[src/hdl/wmms_pkg.sv]
// ----------------------------------------------------------------------------
// Windowed statistics package
// Shared widths, command and mode codes for the per-channel statistics core.
// ----------------------------------------------------------------------------
package wmms_pkg;

  localparam int unsigned NUM_CHANNELS = 6;
  localparam int unsigned SAMPLE_BITS  = 24;
  localparam int unsigned OUT_BITS     = 24;
  localparam int unsigned ACC_BITS     = 32;
  localparam int unsigned COUNT_BITS   = 8;
  localparam int unsigned CMD_BITS     = 2;
  localparam int unsigned CH_BITS      = 3;
  localparam int unsigned MODE_BITS    = 2;
  localparam int unsigned CFG_BITS     = MODE_BITS * NUM_CHANNELS;
  localparam int unsigned CH_IDX_BITS  = (NUM_CHANNELS > 1) ? $clog2(NUM_CHANNELS) : 1;
  localparam int unsigned BIT_CNT_BITS = $clog2(ACC_BITS);

  localparam logic [CFG_BITS-1:0]   CFG_RESET = CFG_BITS'(144);
  localparam logic [COUNT_BITS-1:0] COUNT_MAX = '1;

  typedef enum logic [CMD_BITS-1:0] {
    CMD_ADD   = 2'd0,
    CMD_READ  = 2'd1,
    CMD_CLEAR = 2'd2,
    CMD_NONE  = 2'd3
  } cmd_e;

  typedef enum logic [MODE_BITS-1:0] {
    MODE_MEAN = 2'd0,
    MODE_MAX  = 2'd1,
    MODE_MIN  = 2'd2,
    MODE_HOLD = 2'd3
  } mode_e;

endpackage

[src/hdl/windowed_min_max_mean_stats_core.sv]
// ----------------------------------------------------------------------------
// Windowed min/max/mean statistics core
// Per-channel accumulators updated by a bit-serial adder/comparator, with a
// bit-serial restoring divider for the mean. One word is worked on at a time.
// ----------------------------------------------------------------------------
// Sequence: an add word is accepted, shifted bit-serially through the
// accumulator (ST_ADD) and written back (ST_ADD_WB); a mean read of a
// non-empty channel runs the divider (ST_DIV), saturates (ST_SAT) and
// finishes (ST_FIN); any other read goes straight to ST_FIN; clear completes
// on acceptance. in_stall_o holds off new words until the core is idle. Reset
// clears all sample counts and loads the mode register with 144; accumulator
// contents are undefined until a window's first sample.
module windowed_min_max_mean_stats_core (
  input  logic                                clk_i,
  input  logic                                rst_ni,
  input  logic                                cfg_wr_en_i,
  input  logic [wmms_pkg::CFG_BITS-1:0]       cfg_wr_data_i,
  input  logic                                in_valid_i,
  output logic                                in_stall_o,
  input  logic [wmms_pkg::CMD_BITS-1:0]       command_i,
  input  logic [wmms_pkg::CH_BITS-1:0]        channel_i,
  input  logic signed [wmms_pkg::SAMPLE_BITS-1:0] sample_i,
  output logic                                out_valid_o,
  input  logic                                out_stall_i,
  output logic signed [wmms_pkg::OUT_BITS-1:0] stat_value_o,
  output logic                                stat_valid_o,
  output logic                                count_full_o
);

  import wmms_pkg::*;

  typedef enum logic [5:0] {
    ST_IDLE   = 6'b000001,
    ST_ADD    = 6'b000010,
    ST_ADD_WB = 6'b000100,
    ST_DIV    = 6'b001000,
    ST_SAT    = 6'b010000,
    ST_FIN    = 6'b100000
  } state_e;

  localparam logic [BIT_CNT_BITS-1:0] BIT_LAST = BIT_CNT_BITS'(ACC_BITS - 1);
  localparam logic [ACC_BITS-1:0] POS_LIMIT = ACC_BITS'((64'd1 << (OUT_BITS - 1)) - 64'd1);
  localparam logic [ACC_BITS-1:0] NEG_LIMIT = ACC_BITS'(64'd1 << (OUT_BITS - 1));
  localparam logic [OUT_BITS-1:0] OUT_MAX_V = {1'b0, {(OUT_BITS-1){1'b1}}};
  localparam logic [OUT_BITS-1:0] OUT_MIN_V = {1'b1, {(OUT_BITS-1){1'b0}}};

  state_e state_q, state_d;

  logic [CFG_BITS-1:0]   modes_q;
  logic [ACC_BITS-1:0]   acc_q   [NUM_CHANNELS];
  logic [COUNT_BITS-1:0] count_q [NUM_CHANNELS];

  logic [ACC_BITS-1:0]     sh_acc_q;
  logic [ACC_BITS-1:0]     sh_smp_q;
  logic [BIT_CNT_BITS-1:0] bit_cnt_q;
  logic                    carry_q;
  logic                    lt_q;
  logic                    gt_q;
  logic                    first_q;
  mode_e                   mode_q;
  logic [CH_IDX_BITS-1:0]  ch_q;
  logic [COUNT_BITS-1:0]   rem_q;
  logic [COUNT_BITS-1:0]   divisor_q;
  logic                    neg_q;

  logic [OUT_BITS-1:0] res_value_q;
  logic                res_valid_q;
  logic                res_full_q;

  logic                out_valid_q;
  logic [OUT_BITS-1:0] out_value_q;
  logic                out_stat_valid_q;
  logic                out_full_q;

  // Decode of the incoming word.
  logic                   accept;
  logic                   ch_ok;
  logic [CH_IDX_BITS-1:0] ch_idx;
  mode_e                  mode_sel;
  logic [ACC_BITS-1:0]    acc_sel;
  logic [COUNT_BITS-1:0]  cnt_sel;
  logic [ACC_BITS-1:0]    acc_mag;
  logic [ACC_BITS-1:0]    smp_ext;

  // Serial datapath.
  logic                  a_b;
  logic                  s_b;
  logic                  sum_b;
  logic                  last_bit;
  logic [COUNT_BITS:0]   rem_ext;
  logic                  rem_ge;
  logic [COUNT_BITS:0]   rem_sub;
  logic [ACC_BITS-1:0]   quo_neg;
  logic [ACC_BITS-1:0]   wb_value;
  logic                  out_load;

  assign accept     = in_valid_i && !in_stall_o;
  assign in_stall_o = (state_q != ST_IDLE);

  always_comb begin
    ch_ok    = (32'(channel_i) < NUM_CHANNELS);
    ch_idx   = CH_IDX_BITS'(channel_i);
    mode_sel = MODE_MEAN;
    acc_sel  = '0;
    cnt_sel  = '0;
    if (ch_ok) begin
      mode_sel = mode_e'(modes_q[MODE_BITS*ch_idx +: MODE_BITS]);
      acc_sel  = acc_q[ch_idx];
      cnt_sel  = count_q[ch_idx];
    end
    acc_mag = acc_sel[ACC_BITS-1] ? ('0 - acc_sel) : acc_sel;
    smp_ext = {{(ACC_BITS-SAMPLE_BITS){sample_i[SAMPLE_BITS-1]}}, sample_i};
  end

  always_comb begin
    a_b      = sh_acc_q[0];
    s_b      = sh_smp_q[0];
    sum_b    = a_b ^ s_b ^ carry_q;
    last_bit = (bit_cnt_q == BIT_LAST);
    rem_ext  = {rem_q, sh_acc_q[ACC_BITS-1]};
    rem_ge   = (rem_ext >= {1'b0, divisor_q});
    rem_sub  = rem_ext - {1'b0, divisor_q};
    quo_neg  = '0 - sh_acc_q;
    out_load = (state_q == ST_FIN) && (!out_valid_q || !out_stall_i);
  end

  always_comb begin
    wb_value = sh_acc_q;
    if (first_q) begin
      wb_value = sh_smp_q;
    end else begin
      case (mode_q)
        MODE_MEAN: wb_value = sh_acc_q;
        MODE_MAX:  wb_value = lt_q ? sh_smp_q : sh_acc_q;
        MODE_MIN:  wb_value = gt_q ? sh_smp_q : sh_acc_q;
        default:   wb_value = sh_acc_q;
      endcase
    end
  end

  always_comb begin
    state_d = state_q;
    case (state_q)
      ST_IDLE: begin
        if (accept) begin
          case (command_i)
            CMD_ADD: begin
              if (ch_ok && (cnt_sel != COUNT_MAX)) begin
                state_d = ST_ADD;
              end
            end
            CMD_READ: begin
              if (ch_ok && (cnt_sel != '0) && (mode_sel == MODE_MEAN)) begin
                state_d = ST_DIV;
              end else begin
                state_d = ST_FIN;
              end
            end
            default: state_d = ST_IDLE;
          endcase
        end
      end
      ST_ADD:    state_d = last_bit ? ST_ADD_WB : ST_ADD;
      ST_ADD_WB: state_d = ST_IDLE;
      ST_DIV:    state_d = last_bit ? ST_SAT : ST_DIV;
      ST_SAT:    state_d = ST_FIN;
      ST_FIN:    state_d = out_load ? ST_IDLE : ST_FIN;
      default:   state_d = ST_IDLE;
    endcase
  end

  always_ff @(posedge clk_i or negedge rst_ni) begin
    if (!rst_ni) begin
      state_q   <= ST_IDLE;
      modes_q   <= CFG_RESET;
      bit_cnt_q <= '0;
      for (int i = 0; i < NUM_CHANNELS; i++) begin
        count_q[i] <= '0;
      end
    end else begin
      state_q <= state_d;
      if (cfg_wr_en_i) begin
        modes_q <= cfg_wr_data_i;
      end
      if ((state_q == ST_ADD) || (state_q == ST_DIV)) begin
        bit_cnt_q <= bit_cnt_q + 1'b1;
      end else begin
        bit_cnt_q <= '0;
      end
      if (accept && (command_i == CMD_CLEAR)) begin
        for (int i = 0; i < NUM_CHANNELS; i++) begin
          count_q[i] <= '0;
        end
      end
      if (state_q == ST_ADD_WB) begin
        count_q[ch_q] <= count_q[ch_q] + 1'b1;
      end
    end
  end

  // Serial datapath and accumulator store; payload only, no reset.
  always_ff @(posedge clk_i) begin
    if (state_q == ST_IDLE && accept) begin
      ch_q        <= ch_idx;
      mode_q      <= mode_sel;
      first_q     <= (cnt_sel == '0);
      carry_q     <= 1'b0;
      lt_q        <= 1'b0;
      gt_q        <= 1'b0;
      rem_q       <= '0;
      divisor_q   <= cnt_sel;
      neg_q       <= acc_sel[ACC_BITS-1];
      sh_smp_q    <= smp_ext;
      sh_acc_q    <= (mode_sel == MODE_MEAN && command_i == CMD_READ) ? acc_mag : acc_sel;
      res_valid_q <= ch_ok && (cnt_sel != '0);
      res_full_q  <= ch_ok && (cnt_sel == COUNT_MAX);
      res_value_q <= (ch_ok && (cnt_sel != '0)) ? acc_sel[OUT_BITS-1:0] : '0;
    end

    if (state_q == ST_ADD) begin
      carry_q  <= (a_b & s_b) | (a_b & carry_q) | (s_b & carry_q);
      // In mean mode the sum replaces the accumulator; otherwise it rotates
      // back to its original value after a full pass.
      sh_acc_q <= {(mode_q == MODE_MEAN) ? sum_b : a_b, sh_acc_q[ACC_BITS-1:1]};
      sh_smp_q <= {s_b, sh_smp_q[ACC_BITS-1:1]};
      // The most significant differing bit decides; the sign bit inverts it.
      if (a_b != s_b) begin
        lt_q <= last_bit ? a_b : s_b;
        gt_q <= last_bit ? s_b : a_b;
      end
    end

    if (state_q == ST_ADD_WB) begin
      acc_q[ch_q] <= wb_value;
    end

    if (state_q == ST_DIV) begin
      rem_q    <= rem_ge ? rem_sub[COUNT_BITS-1:0] : rem_ext[COUNT_BITS-1:0];
      sh_acc_q <= {sh_acc_q[ACC_BITS-2:0], rem_ge};
    end

    if (state_q == ST_SAT) begin
      if (neg_q) begin
        res_value_q <= (sh_acc_q > NEG_LIMIT) ? OUT_MIN_V : quo_neg[OUT_BITS-1:0];
      end else begin
        res_value_q <= (sh_acc_q > POS_LIMIT) ? OUT_MAX_V : sh_acc_q[OUT_BITS-1:0];
      end
    end
  end

  // Output register: a finished word waits here while the core goes idle.
  always_ff @(posedge clk_i or negedge rst_ni) begin
    if (!rst_ni) begin
      out_valid_q <= 1'b0;
    end else begin
      if (out_load) begin
        out_valid_q <= 1'b1;
      end else if (!out_stall_i) begin
        out_valid_q <= 1'b0;
      end
    end
  end

  always_ff @(posedge clk_i) begin
    if (out_load) begin
      out_value_q      <= res_value_q;
      out_stat_valid_q <= res_valid_q;
      out_full_q       <= res_full_q;
    end
  end

  assign out_valid_o  = out_valid_q;
  assign stat_value_o = out_value_q;
  assign stat_valid_o = out_stat_valid_q;
  assign count_full_o = out_full_q;

  a_out_from_fin : assert property (@(posedge clk_i) disable iff (!rst_ni)
    $rose(out_valid_o) |-> $past(state_q == ST_FIN))
    else $error("output word appeared without a finished read");

  a_invalid_is_zero : assert property (@(posedge clk_i) disable iff (!rst_ni)
    (out_valid_o && !stat_valid_o) |-> (stat_value_o == '0 && !count_full_o))
    else $error("invalid statistic carries a non-zero value or full flag");

  a_div_nonzero : assert property (@(posedge clk_i) disable iff (!rst_ni)
    (state_q == ST_DIV) |-> (divisor_q != '0))
    else $error("divider running with a zero count");

  a_cnt_idle : assert property (@(posedge clk_i) disable iff (!rst_ni)
    (state_q == ST_IDLE) |-> (bit_cnt_q == '0))
    else $error("bit counter not cleared when idle");

endmodule

[config.mk]
export PLATFORM = sky130hd
export DESIGN_NAME = windowed_min_max_mean_stats_core
export DESIGN_NICKNAME = d
export VERILOG_FILES = /design/src/hdl/wmms_pkg.sv /design/src/hdl/windowed_min_max_mean_stats_core.sv
export SDC_FILE = /design/constraint.sdc
export NUM_CORES = 1
export LEC_CHECK = 0
export BUFFER_PORTS_ARGS = -buffer_cell sky130_fd_sc_hd__buf_2
export CELL_PAD_IN_SITES_DETAIL_PLACEMENT = 1
export CELL_PAD_IN_SITES_GLOBAL_PLACEMENT = 1
export CORE_MARGIN = 3
export CORE_UTILIZATION = 37
export CTS_CLUSTER_DIAMETER = 100
export CTS_CLUSTER_SIZE = 20
export DETAILED_ROUTE_END_ITERATION = 12
export PLACE_DENSITY = 0.7
export SLEW_MARGIN = 25
export SYNTH_ARGS = -nofsm -noshare
export SYNTH_HDL_FRONTEND = slang
export SYNTH_SLANG_ARGS = --single-unit
[constraint.sdc]
create_clock -name clk_i -period 6.23 [get_ports clk_i]
set_clock_uncertainty 0.15 [all_clocks]
set_input_delay 0.3115 -clock clk_i [delete_from_list [all_inputs] [get_ports clk_i]]
set_output_delay 0.3115 -clock clk_i [all_outputs]
set_load 0.01 [all_outputs]
==> flow_metrics.py, run 1 <==
metrics = {
    "routing": {
        "drt-pass1-iter-count": 5,
        "drc": 0,
        "final_antenna_net_count": 0,
        "wl_mm": 55.0,
        "dr_total_vias": 13100,
        "wl_per_cell_um": 24.0,
        "first_iter_violations": 1271,
        "vias_per_cell": 5.73,
    },
    "floorplanning": {
        "dieHeight_um": 234,
        "start_util_pct": 37.9,
        "num_rows": 82,
        "die_w_um": 234,
        "coreArea_um2": 50800,
        "io_pins": 74,
        "dieArea_um2": 54800,
    },
    "job": {
        "maxCapViolCount": 0,
    },
    "critical_path": {
        "reg2reg_from": "sh_acc_q[0]",
        "worstSetupStartpointType": "primary input",
        "cp-end-kind": "flip-flop",
        "path_class": "in -> reg",
        "path_max_fanout": 24,
        "worstRegToRegCells": 11,
        "reg2reg_slack_ns": 2.13,
        "r2r_end": "res_value_q[13]",
        "cp.arrival_ns": 4.41,
        "worstPathRequired_ns": 6.39,
    },
    "timing": {
        "max_slew_margin_pct": 27.5,
        "setup_tns_ns": 0,
        "fmax_mhz": 235,
        "tightest_slew_ns": 1.08,
        "rsz0062_at_grt": "false",
        "finalSetupViolCount": 0,
        "hold_viol_final": 0,
        "drv_slew": 0,
        "fin_crit_ns": 4.26,
        "period_share_pct": 68.3,
    },
    "clock_tree": {
        "cts_buffers": 24,
        "clockBufferDepth": 3,
        "cts.sinks": 406,
        "post_cts_resized": 0,
        "cts_max_level": 1,
        "cts_tree": "done",
        "cts.clk_slew.worst_paths_ns": 0.09,
        "clock_latency_ns": 0.57,
        "cts_root_buf": "clkbuf_16",
    },
    "power": {
        "power.clock.fraction_pct": 25.5,
        "peakVddDrop_mv": 0.154,
        "sw_frac_of_total_pct": 30.2,
        "leakagePower_nw": 7.96,
        "p_int_mw": 4.61,
        "switching_power_mw": 1.99,
        "p_seq_share_pct": 55.9,
        "power_density_nw_per_um2": 309,
        "p_comb_share_pct": 18.6,
    },
    "outcome": {
        "run_status": "finished clean",
    },
    "placement": {
        "gp_congestion": 0.849,
        "portBuffers": 73,
        "placed_cells": 2217,
        "dp_hpwl_mm": 36.3,
    },
    "synthesis": {
        "synth_edf_count": 332,
        "synth_flop_cell": "edfxtp_1",
        "syn_inst": 1536,
        "ys_seq_area_share_pct": 61.4,
        "synth_area_per_cell_um2": 12.5,
        "synth_top_area_cell": "edfxtp_1",
        "ys_async_sr_fraction_pct": 17.7,
        "yosys_register_bits": 406,
        "synth_cell_types": 77,
        "ys.warnings.count": 0,
        "synthTopCellsByArea": "edfxtp_1, dfrtp_1, mux2i_1, a21oi_1, nand2_1",
        "yosys.area.top_type_share_pct": 51.8,
        "syn_area_um2": 19200,
        "syn-num-nets": 1601,
    },
    "global_route": {
        "grt_usage_pct": 20.1,
        "grt_pass1_wl_mm": 84.2,
        "grt_pass1_vias": 13900,
        "grt_antenna_before_repair": 0,
        "globalRouteOverflowTotal": 0,
        "grt_max_degree": 73,
    },
    "worst_hold_path": {
        "min-delay-path-class": "in -> reg",
        "hold_depth": 2,
        "whs_endpoint": "modes_q[2]",
        "min_from": "cfg_wr_en_i",
    },
    "layout": {
        "layout-drive-gt1-share_pct": 13.3,
        "syn_to_final_growth_pct": 11.0,
        "fin_nets": 1676,
        "final_cell_count_no_fill": 2293,
        "num_antenna_cells": 0,
        "n_fill_cell": 5322,
    },
}
==> cells by family (layout without fill, tap and decap cells) <==
logic type               after synthesis  in the layout  synth area share [%]
AO/OA/AOI/OAI                        347            347                  11.7
multiplexers                         141            141                  9.27
adder cells (fa/ha/maj)               19             19                  1.31
XOR/XNOR                              41             41                  1.87
buffers and inverters                127            212                  3.21
AND/OR/NAND/NOR                      455            455                  11.3
flip-flops                           406            406                  61.4
==> worst max-delay path, stage by stage <==
cell     delay [ns]
buf_2          0.45
inv_1          0.57
or2_2          0.45
a31oi_1        0.40
ha_1           0.26
o31ai_1        0.08
nor4_1         0.28
and2_1         0.22
and3_1         0.38
nand2_1        0.19
or4_1          0.53
a22oi_1        0.16
o21ai_1        0.09
==> area by class of cell <==
class / instances / area [µm²] / area share [%]
sequential: 406 / 11800 / 55.3
multi-input combinational: 1003 / 6860 / 32.1
timing repair buffer: 139 / 991 / 4.64
tap: 672 / 841 / 3.94
clock buffer: 34 / 669 / 3.14
inverter: 37 / 139 / 0.651
clock inverter: 2 / 38.8 / 0.182
==> Yosys cell counts (all sizes together) (8+ instances only) <==
| cell type | instances |
|---|---|
| edfxtp | 332 |
| nand2 | 167 |
| nor2 | 134 |
| a21oi | 126 |
| mux2i | 90 |
| dfrtp | 69 |
| a22o | 65 |
| clkbuf | 55 |
| o21ai | 52 |
| inv | 36 |
| buf | 35 |
| nor3 | 29 |
| mux4 | 27 |
| mux2 | 24 |
| nand3 | 21 |
| xnor2 | 21 |
| nor3b | 20 |
| xor2 | 20 |
| ha | 17 |
| o22ai | 17 |
| a31oi | 16 |
| a21o | 14 |
| and2 | 13 |
| nand4 | 10 |
| nand2b | 9 |
| nor4 | 9 |
| o31ai | 8 |
| or3 | 8 |
==> flip-flops by register name, summed over array words and instances (netlist names), 2 cells and up <==
register and cells:
rem_q 8, mode_q 2, stat_value_o 24, sh_smp_q 32
state_q 6, res_value_q 24, sh_acc_q 32, modes_q 12
ch_q 3, bit_cnt_q 5, divisor_q 8, count_q 48
acc_q 192
==> routing by layer <==
metal  routed length [µm]  up-vias  GRT usage [%]  part of all wire (%)
met2                27400      359           35.0                    50
met4                 1660        0           5.85                   3.0
met3                 2660       87           2.65                   4.8
met1                23300     6792           26.2                    42
met5                    0        -              0                     0
li1                     -     5896              -                     -
==> how the worst max path moves through the flow <==
stage / start / to / slack, ns / cells after the start
2_1_floorplan: ch_q[0] / count_q[0] / 1.01 / 6
3_3_place_gp: channel_i[1] / sh_acc_q[26] / 1.56 / 13
3_5_place_dp: channel_i[1] / sh_acc_q[26] / 1.38 / 13
4_1_cts: channel_i[1] / sh_acc_q[26] / 1.96 / 13
5_1_grt: channel_i[1] / sh_acc_q[26] / 1.68 / 13
6_report: channel_i[1] / sh_acc_q[26] / 1.97 / 13
==> layout by cell type (no fill, tap or decap), types with 6 or more instances in the layout <==
master	synthesis	routed
edfxtp_1	332	332
nand2_1	166	165
nor2_1	133	132
a21oi_1	125	124
mux2i_1	90	90
buf_2	11	71
dfrtp_1	69	69
a22o_1	65	65
o21ai_0	48	48
dlygate4sd3_1	0	39
inv_1	36	36
mux4_2	27	27
nor3_1	28	27
buf_4	4	26
clkbuf_16	0	25
mux2_2	22	22
nand3_1	21	21
xnor2_1	21	21
xor2_1	20	20
nor3b_1	20	18
o22ai_1	17	17
ha_1	17	17
a31oi_1	16	15
a21o_1	14	14
and2_1	13	12
nand2b_1	9	8
nand4_1	8	8
o31ai_1	8	8
clkbuf_1	54	8
nor4_1	7	7
a22oi_1	7	7
a211oi_1	7	7
or3_1	7	7
o21bai_1	6	6
a31o_2	6	6
==> through the flow <==
step	hold WS, ns	cell area, µm²	worst slack (ns)	total power [mW]	utilization [%]
after CTS	0.0235	21300	1.96	6.65	42.0
after global placement	0.254	20200	1.56	4.90	39.8
after global routing	0.0545	21300	1.68	6.90	42.0
after detailed placement	0.256	20200	1.38	4.95	39.8
final	0.0600	21300	1.97	6.60	42.0
after floorplan	-0.134	19200	1.01	4.43	-
==> power by group through the flow <==
| stage | Clock, mW | Combinational [mW] | Sequential [mW] |
|---|---|---|---|
| global route | 1.83 | 1.35 | 3.72 |
| global placement | 0 | 1.16 | 3.73 |
| finish | 1.68 | 1.23 | 3.69 |
| detailed placement | 0 | 1.21 | 3.74 |
| floorplan | 0 | 0.835 | 3.59 |
| CTS | 1.73 | 1.24 | 3.68 |
==> what timing repair did <==
item | in CTS | in global routing
hold buffers | 39 | 0
setup buffers | 0 | 0
hold endpoints to repair | 108 | 0
Note: power is estimated with default switching activity, not from simulation.
==> run 2, diff against run 1 <==
==> constraint.sdc (replaced) <==
create_clock -name clk_i -period 4.2 [get_ports clk_i]
set_clock_uncertainty 0.15 [all_clocks]
set_input_delay 0.21 -clock clk_i [delete_from_list [all_inputs] [get_ports clk_i]]
set_output_delay 0.21 -clock clk_i [all_outputs]
set_load 0.01 [all_outputs]
==> run 2 against run 1 <==
Global-route usage up 0.24 points. Hold slack better by 0.050 ns. Utilization up 1.1 points. Final cell count up 2.5%. Via count up 1.2%. Clock power up 53%. Register-to-register slack worse by 1.8 ns. Combinational power up 57%. Critical path depth down 2. Sequential share of layout area down 1.4 points. Sequential cell count unchanged. Critical path type is now reg -> reg.
==> flow_metrics.py, run 2 (synthesis gave the netlist of run 1 again) <==
metrics = {
    "clock_tree": {
        "cts_setup_buffers": 0,
        "cts_max_level": 1,
        "cts_buffers": 24,
        "clockBufferDepth": 3,
        "post_cts_resized": 0,
        "cts_tree": "done",
        "clock_latency_ns": 0.59,
        "cts_root_buf": "clkbuf_16",
        "cts.clk_slew.worst_paths_ns": 0.09,
        "cts.sinks": 406,
    },
    "timing": {
        "finalSetupViolCount": 0,
        "setup_tns_ns": 0,
        "whs_ns": 0.110,
        "drv_slew": 0,
        "hold_viol_final": 0,
        "tightest_slew_ns": 0.963,
        "setup_ws_ns": 0.351,
        "fin_crit_ns": 3.85,
        "rsz0062_at_grt": "false",
        "fmax_mhz": 260,
        "max_slew_margin_pct": 35.1,
        "period_share_pct": 91.6,
    },
    "power": {
        "peakVddDrop_mv": 0.327,
        "power_density_nw_per_um2": 454,
        "leakagePower_nw": 8.26,
    },
    "worst_hold_path": {
        "min-delay-path-class": "in -> reg",
    },
    "critical_path": {
        "reg2reg_slack_ns": 0.35,
        "worstPathRequired_ns": 4.46,
        "path_max_fanout": 37,
        "cp.arrival_ns": 4.11,
        "worstSetupStartpointType": "flip-flop",
        "cp-end-kind": "flip-flop",
        "path_class": "reg -> reg",
    },
    "layout": {
        "register_area_um2": 11800,
        "layout-drive-gt1-share_pct": 15.1,
        "layout_commonest_cell": "edfxtp_1",
        "syn_to_final_growth_pct": 13.9,
        "n_fill_cell": 5305,
        "largest_register_ffs": 192,
        "num_antenna_cells": 0,
        "final_cell_mix": "edfxtp_1, nand2_1, nor2_1, a21oi_1, mux2i_1",
        "multi_input_area_um2": 6860,
        "fin_nets": 1733,
        "top_register": "acc_q",
        "largestRegisters": "acc_q (192), count_q (48)",
    },
    "routing": {
        "wl_mm": 56.2,
        "final_antenna_net_count": 0,
        "first_iter_violations": 1197,
        "dr_total_vias": 13300,
        "drt-pass1-iter-count": 5,
        "vias_per_cell": 5.66,
        "drc": 0,
        "wl_per_cell_um": 23.9,
    },
    "floorplanning": {
        "coreArea_um2": 50800,
        "dieArea_um2": 54800,
        "die_w_um": 234,
        "start_util_pct": 37.9,
        "dieHeight_um": 234,
        "num_rows": 82,
        "io_pins": 74,
    },
    "placement": {
        "place_ws_ns": 0.380,
        "portBuffers": 73,
        "dp_hpwl_mm": 37.8,
        "gp_congestion": 0.845,
    },
    "job": {
        "maxCapViolCount": 0,
    },
    "global_route": {
        "grt_usage_pct": 20.3,
        "grt_pass1_vias": 13800,
        "grt_antenna_before_repair": 0,
        "globalRouteOverflowTotal": 0,
        "grt_pass1_wl_mm": 84.9,
        "grt_max_degree": 73,
    },
    "outcome": {
        "run_status": "finished clean",
    },
}
run 2: layout make-up:
| cell class | instances | area share [%] |
|---|---|---|
| Sequential cell | 406 | 53.9 |
| Multi-Input combinational cell | 1003 | 31.3 |
| Timing Repair Buffer | 196 | 6.96 |
| Tap cell | 672 | 3.84 |
| Clock buffer | 33 | 2.99 |
| Inverter | 37 | 0.634 |
| Clock inverter | 3 | 0.314 |
run 2: final timing paths:
check,start,cells past startpoint,to
setup / recovery,sh_acc_q[1],11,res_value_q[13]
hold / removal,channel_i[0],2,ch_q[0]
setup reg to reg,sh_acc_q[1],11,res_value_q[13]
hold reg to reg,res_value_q[7],0,stat_value_o[7]
max in group asynchronous,rst_ni,4,state_q[0]
min in group asynchronous,rst_ni,3,count_q[26]
run 2: through the flow:
| stage | utilization [%] | power, mW | std cells | cell area (µm²) |
|---|---|---|---|---|
| after floorplan | - | 6.57 | 1536 | 19200 |
| after global placement | 40.5 | 7.33 | 2257 | 20600 |
| after detailed placement | 40.5 | 7.41 | 2257 | 20600 |
| after CTS | 43.0 | 9.99 | 2347 | 21800 |
| after global routing | 43.1 | 10.4 | 2350 | 21900 |
| final | 43.1 | 9.96 | 2350 | 21900 |
run 2: worst max-delay path, cell delays in order, from the launching register on:
cell	delay, ns
edfxtp_1	0.44
inv_1	0.13
ha_1	0.20
or3b_4	0.42
nor4b_4	0.36
nand4_2	0.19
or4_4	0.47
a21oi_4	0.35
nand2_4	0.30
o41ai_2	0.37
a21oi_1	0.11
a21oi_1	0.16
run 2: timing repair:
action,4_1_cts,5_1_grt
hold buffers,54,1
hold endpoints to repair,110,18
endpoints found under the setup margin,0,0
run 2: where the power goes:
group,switching (mW),leakage (nW),internal [mW]
logic,1.25,3.85,0.681
registers,0.406,4.05,5.05
clock network,1.35,0.350,1.22
run 2: metal layers:
layer / vias to the layer above / global-route usage, % / part of all wire [%]
met5: - / 0 / 0
met3: 74 / 2.05 / 3.9
met1: 6862 / 26.9 / 43
met4: 0 / 5.15 / 2.4
met2: 344 / 35.9 / 51
li1: 6016 / - / -
==> run 3, diff against run 2 <==
==> constraint.sdc (replaced) <==
create_clock -name clk_i -period 4.8 [get_ports clk_i]
set_clock_uncertainty 0.15 [all_clocks]
set_input_delay 0.24 -clock clk_i [delete_from_list [all_inputs] [get_ports clk_i]]
set_output_delay 0.24 -clock clk_i [all_outputs]
set_load 0.01 [all_outputs]
==> run 3 against run 2 <==
Maximum frequency down 3.8%. Critical path depth unchanged. Sequential power down 12%. Routed wire length up 1.7%. Largest cell class unchanged. Highest routed layer unchanged.
==> flow_metrics.py, run 3 (synthesis gave the netlist of run 1 again) <==
metrics = {
    "outcome": {
        "run_status": "finished clean",
    },
    "layout": {
        "num_antenna_cells": 0,
        "largestRegisters": "acc_q (192), count_q (48)",
        "n_fill_cell": 5406,
        "layout_commonest_cell": "edfxtp_1",
        "fin_nets": 1714,
        "register_area_um2": 11800,
        "syn_to_final_growth_pct": 12.7,
        "final_cell_mix": "edfxtp_1, nand2_1, nor2_1, a21oi_1, mux2i_1",
        "largest_register_ffs": 192,
        "multi_input_area_um2": 6860,
        "top_register": "acc_q",
        "layout-drive-gt1-share_pct": 14.5,
    },
    "routing": {
        "drc": 0,
        "wl_mm": 57.1,
        "final_antenna_net_count": 0,
        "drt-pass1-iter-count": 5,
        "dr_total_vias": 13300,
        "first_iter_violations": 1229,
        "wl_per_cell_um": 24.4,
        "vias_per_cell": 5.70,
    },
    "critical_path": {
        "cp-end-kind": "flip-flop",
        "path_class": "reg -> reg",
        "cp.arrival_ns": 4.26,
        "path_max_fanout": 37,
        "reg2reg_slack_ns": 0.80,
        "worst_path_most_repeated_cell": "a21oi_1",
        "worstPathRequired_ns": 5.06,
        "cp_cell_sequence": "inv_1, ha_1, or3b_4, nor4b_4, nand4_2, or4_4, a21oi_4, nand2_4, o31ai_1, a21oi_1, a21oi_1",
        "crit_start": "sh_acc_q[0]",
        "crit_family": "simple AND/OR/NAND/NOR gates",
        "r2r_end": "res_value_q[16]",
        "cp_num_cells": 11,
        "crit_buf_inv": 1,
        "reg2reg_from": "sh_acc_q[0]",
        "worstRegToRegCells": 11,
        "crit_slowest_cell": "edfxtp_1",
        "cpPeakStageDelay_ns": 0.54,
        "worstSetupStartpointType": "flip-flop",
        "endpoint": "res_value_q[16]",
    },
    "timing": {
        "max_slew_margin_pct": 36.1,
        "setup_tns_ns": 0,
        "drv_slew": 0,
        "rsz0062_at_grt": "false",
        "period_share_pct": 83.3,
        "setup_ws_ns": 0.801,
        "fin_crit_ns": 4.00,
        "finalSetupViolCount": 0,
        "fmax_mhz": 250,
        "hold_viol_final": 0,
        "tightest_slew_ns": 0.958,
    },
    "worst_hold_path": {
        "min-delay-path-class": "in -> reg",
    },
    "global_route": {
        "grt_pass1_vias": 14000,
        "grt_usage_pct": 20.8,
        "globalRouteOverflowTotal": 0,
        "grt_antenna_before_repair": 0,
        "grt_max_degree": 73,
        "grt_pass1_wl_mm": 86.8,
    },
    "clock_tree": {
        "hold_buffers": 51,
        "post_cts_resized": 0,
        "cts.clk_slew.worst_paths_ns": 0.09,
        "cts_max_level": 1,
        "cts_tree": "done",
        "cts_setup_buffers": 0,
        "clockBufferDepth": 3,
        "cts_buffers": 24,
        "cts_root_buf": "clkbuf_16",
        "cts.sinks": 406,
        "clock_latency_ns": 0.58,
    },
    "floorplanning": {
        "start_util_pct": 37.9,
        "num_rows": 82,
        "dieArea_um2": 54800,
        "io_pins": 74,
        "dieHeight_um": 234,
        "coreArea_um2": 50800,
        "die_w_um": 234,
    },
    "placement": {
        "gp_congestion": 0.865,
        "place_ws_ns": 0.805,
        "portBuffers": 73,
        "dp_hpwl_mm": 37.9,
    },
    "power": {
        "power_density_nw_per_um2": 396,
        "peakVddDrop_mv": 0.232,
        "leakagePower_nw": 8.14,
    },
    "job": {
        "maxCapViolCount": 0,
    },
}
[run 3: cell count changes in the layout (fill, tap and decap cells not counted), moves of 2 or more]
| cell | change |
|---|---|
| buf_4 | -13 |
| clkbuf_1 | +8 |
| dlygate4sd3_1 | -4 |
| buf_16 | -2 |
| bufinv_16 | -2 |
[run 3: worst min path at each step]
stage	from	end	slack, ns	cells past startpoint
after floorplan	rst_ni	bit_cnt_q[0]	-0.21	0
after global placement	res_value_q[3]	stat_value_o[3]	0.25	0
after detailed placement	res_value_q[3]	stat_value_o[3]	0.26	0
after CTS	cfg_wr_en_i	modes_q[1]	0.001	2
after global routing	cfg_wr_en_i	modes_q[10]	0.02	2
final	cfg_wr_en_i	modes_q[2]	0.02	2
[run 3: cell type report]
| cell class | count | share of cell area [%] |
|---|---|---|
| clock inverter | 3 | 0.0923 |
| timing repair buffer | 177 | 6.10 |
| sequential | 406 | 54.5 |
| multi-input combinational | 1003 | 31.6 |
| tap | 672 | 3.88 |
| clock buffer | 41 | 3.16 |
| inverter | 37 | 0.640 |
[run 3: metal layers]
metal	share of wire, %	track usage, %	wire length [µm]
met5	0	0	0
met2	50	36.4	28700
met4	2.6	6.10	1470
met1	43	27.2	24400
met3	4.5	2.33	2550
[run 3: worst register-to-register path, stage by stage (launching register included)]
cell and delay (ns):
edfxtp_1 0.54, inv_1 0.15, ha_1 0.19, or3b_4 0.42, nor4b_4 0.37, nand4_2 0.24
or4_4 0.49, a21oi_4 0.34, nand2_4 0.30, o31ai_1 0.33, a21oi_1 0.11, a21oi_1 0.19
[run 3: report_power, final]
| part | switching, mW | leakage [nW] | total (mW) | internal [mW] |
|---|---|---|---|---|
| combinational | 1.07 | 3.74 | 1.63 | 0.558 |
| sequential | 0.385 | 4.05 | 4.81 | 4.42 |
| clock | 1.17 | 0.339 | 2.15 | 0.984 |
| total | 2.63 | 8.14 | 8.59 | 5.96 |
[run 3: metrics by stage]
step           hold WS (ns)  util [%]  cell area, µm²  total power, mW  cells
2_1_floorplan        -0.206         -           19200             5.75   1536
3_3_place_gp          0.254      40.3           20500             6.38   2244
3_5_place_dp          0.256      40.3           20500             6.46   2244
4_1_cts             0.00104      42.7           21700             8.65   2339
5_1_grt              0.0160      42.7           21700             8.97   2339
6_report             0.0220      42.7           21700             8.59   2339
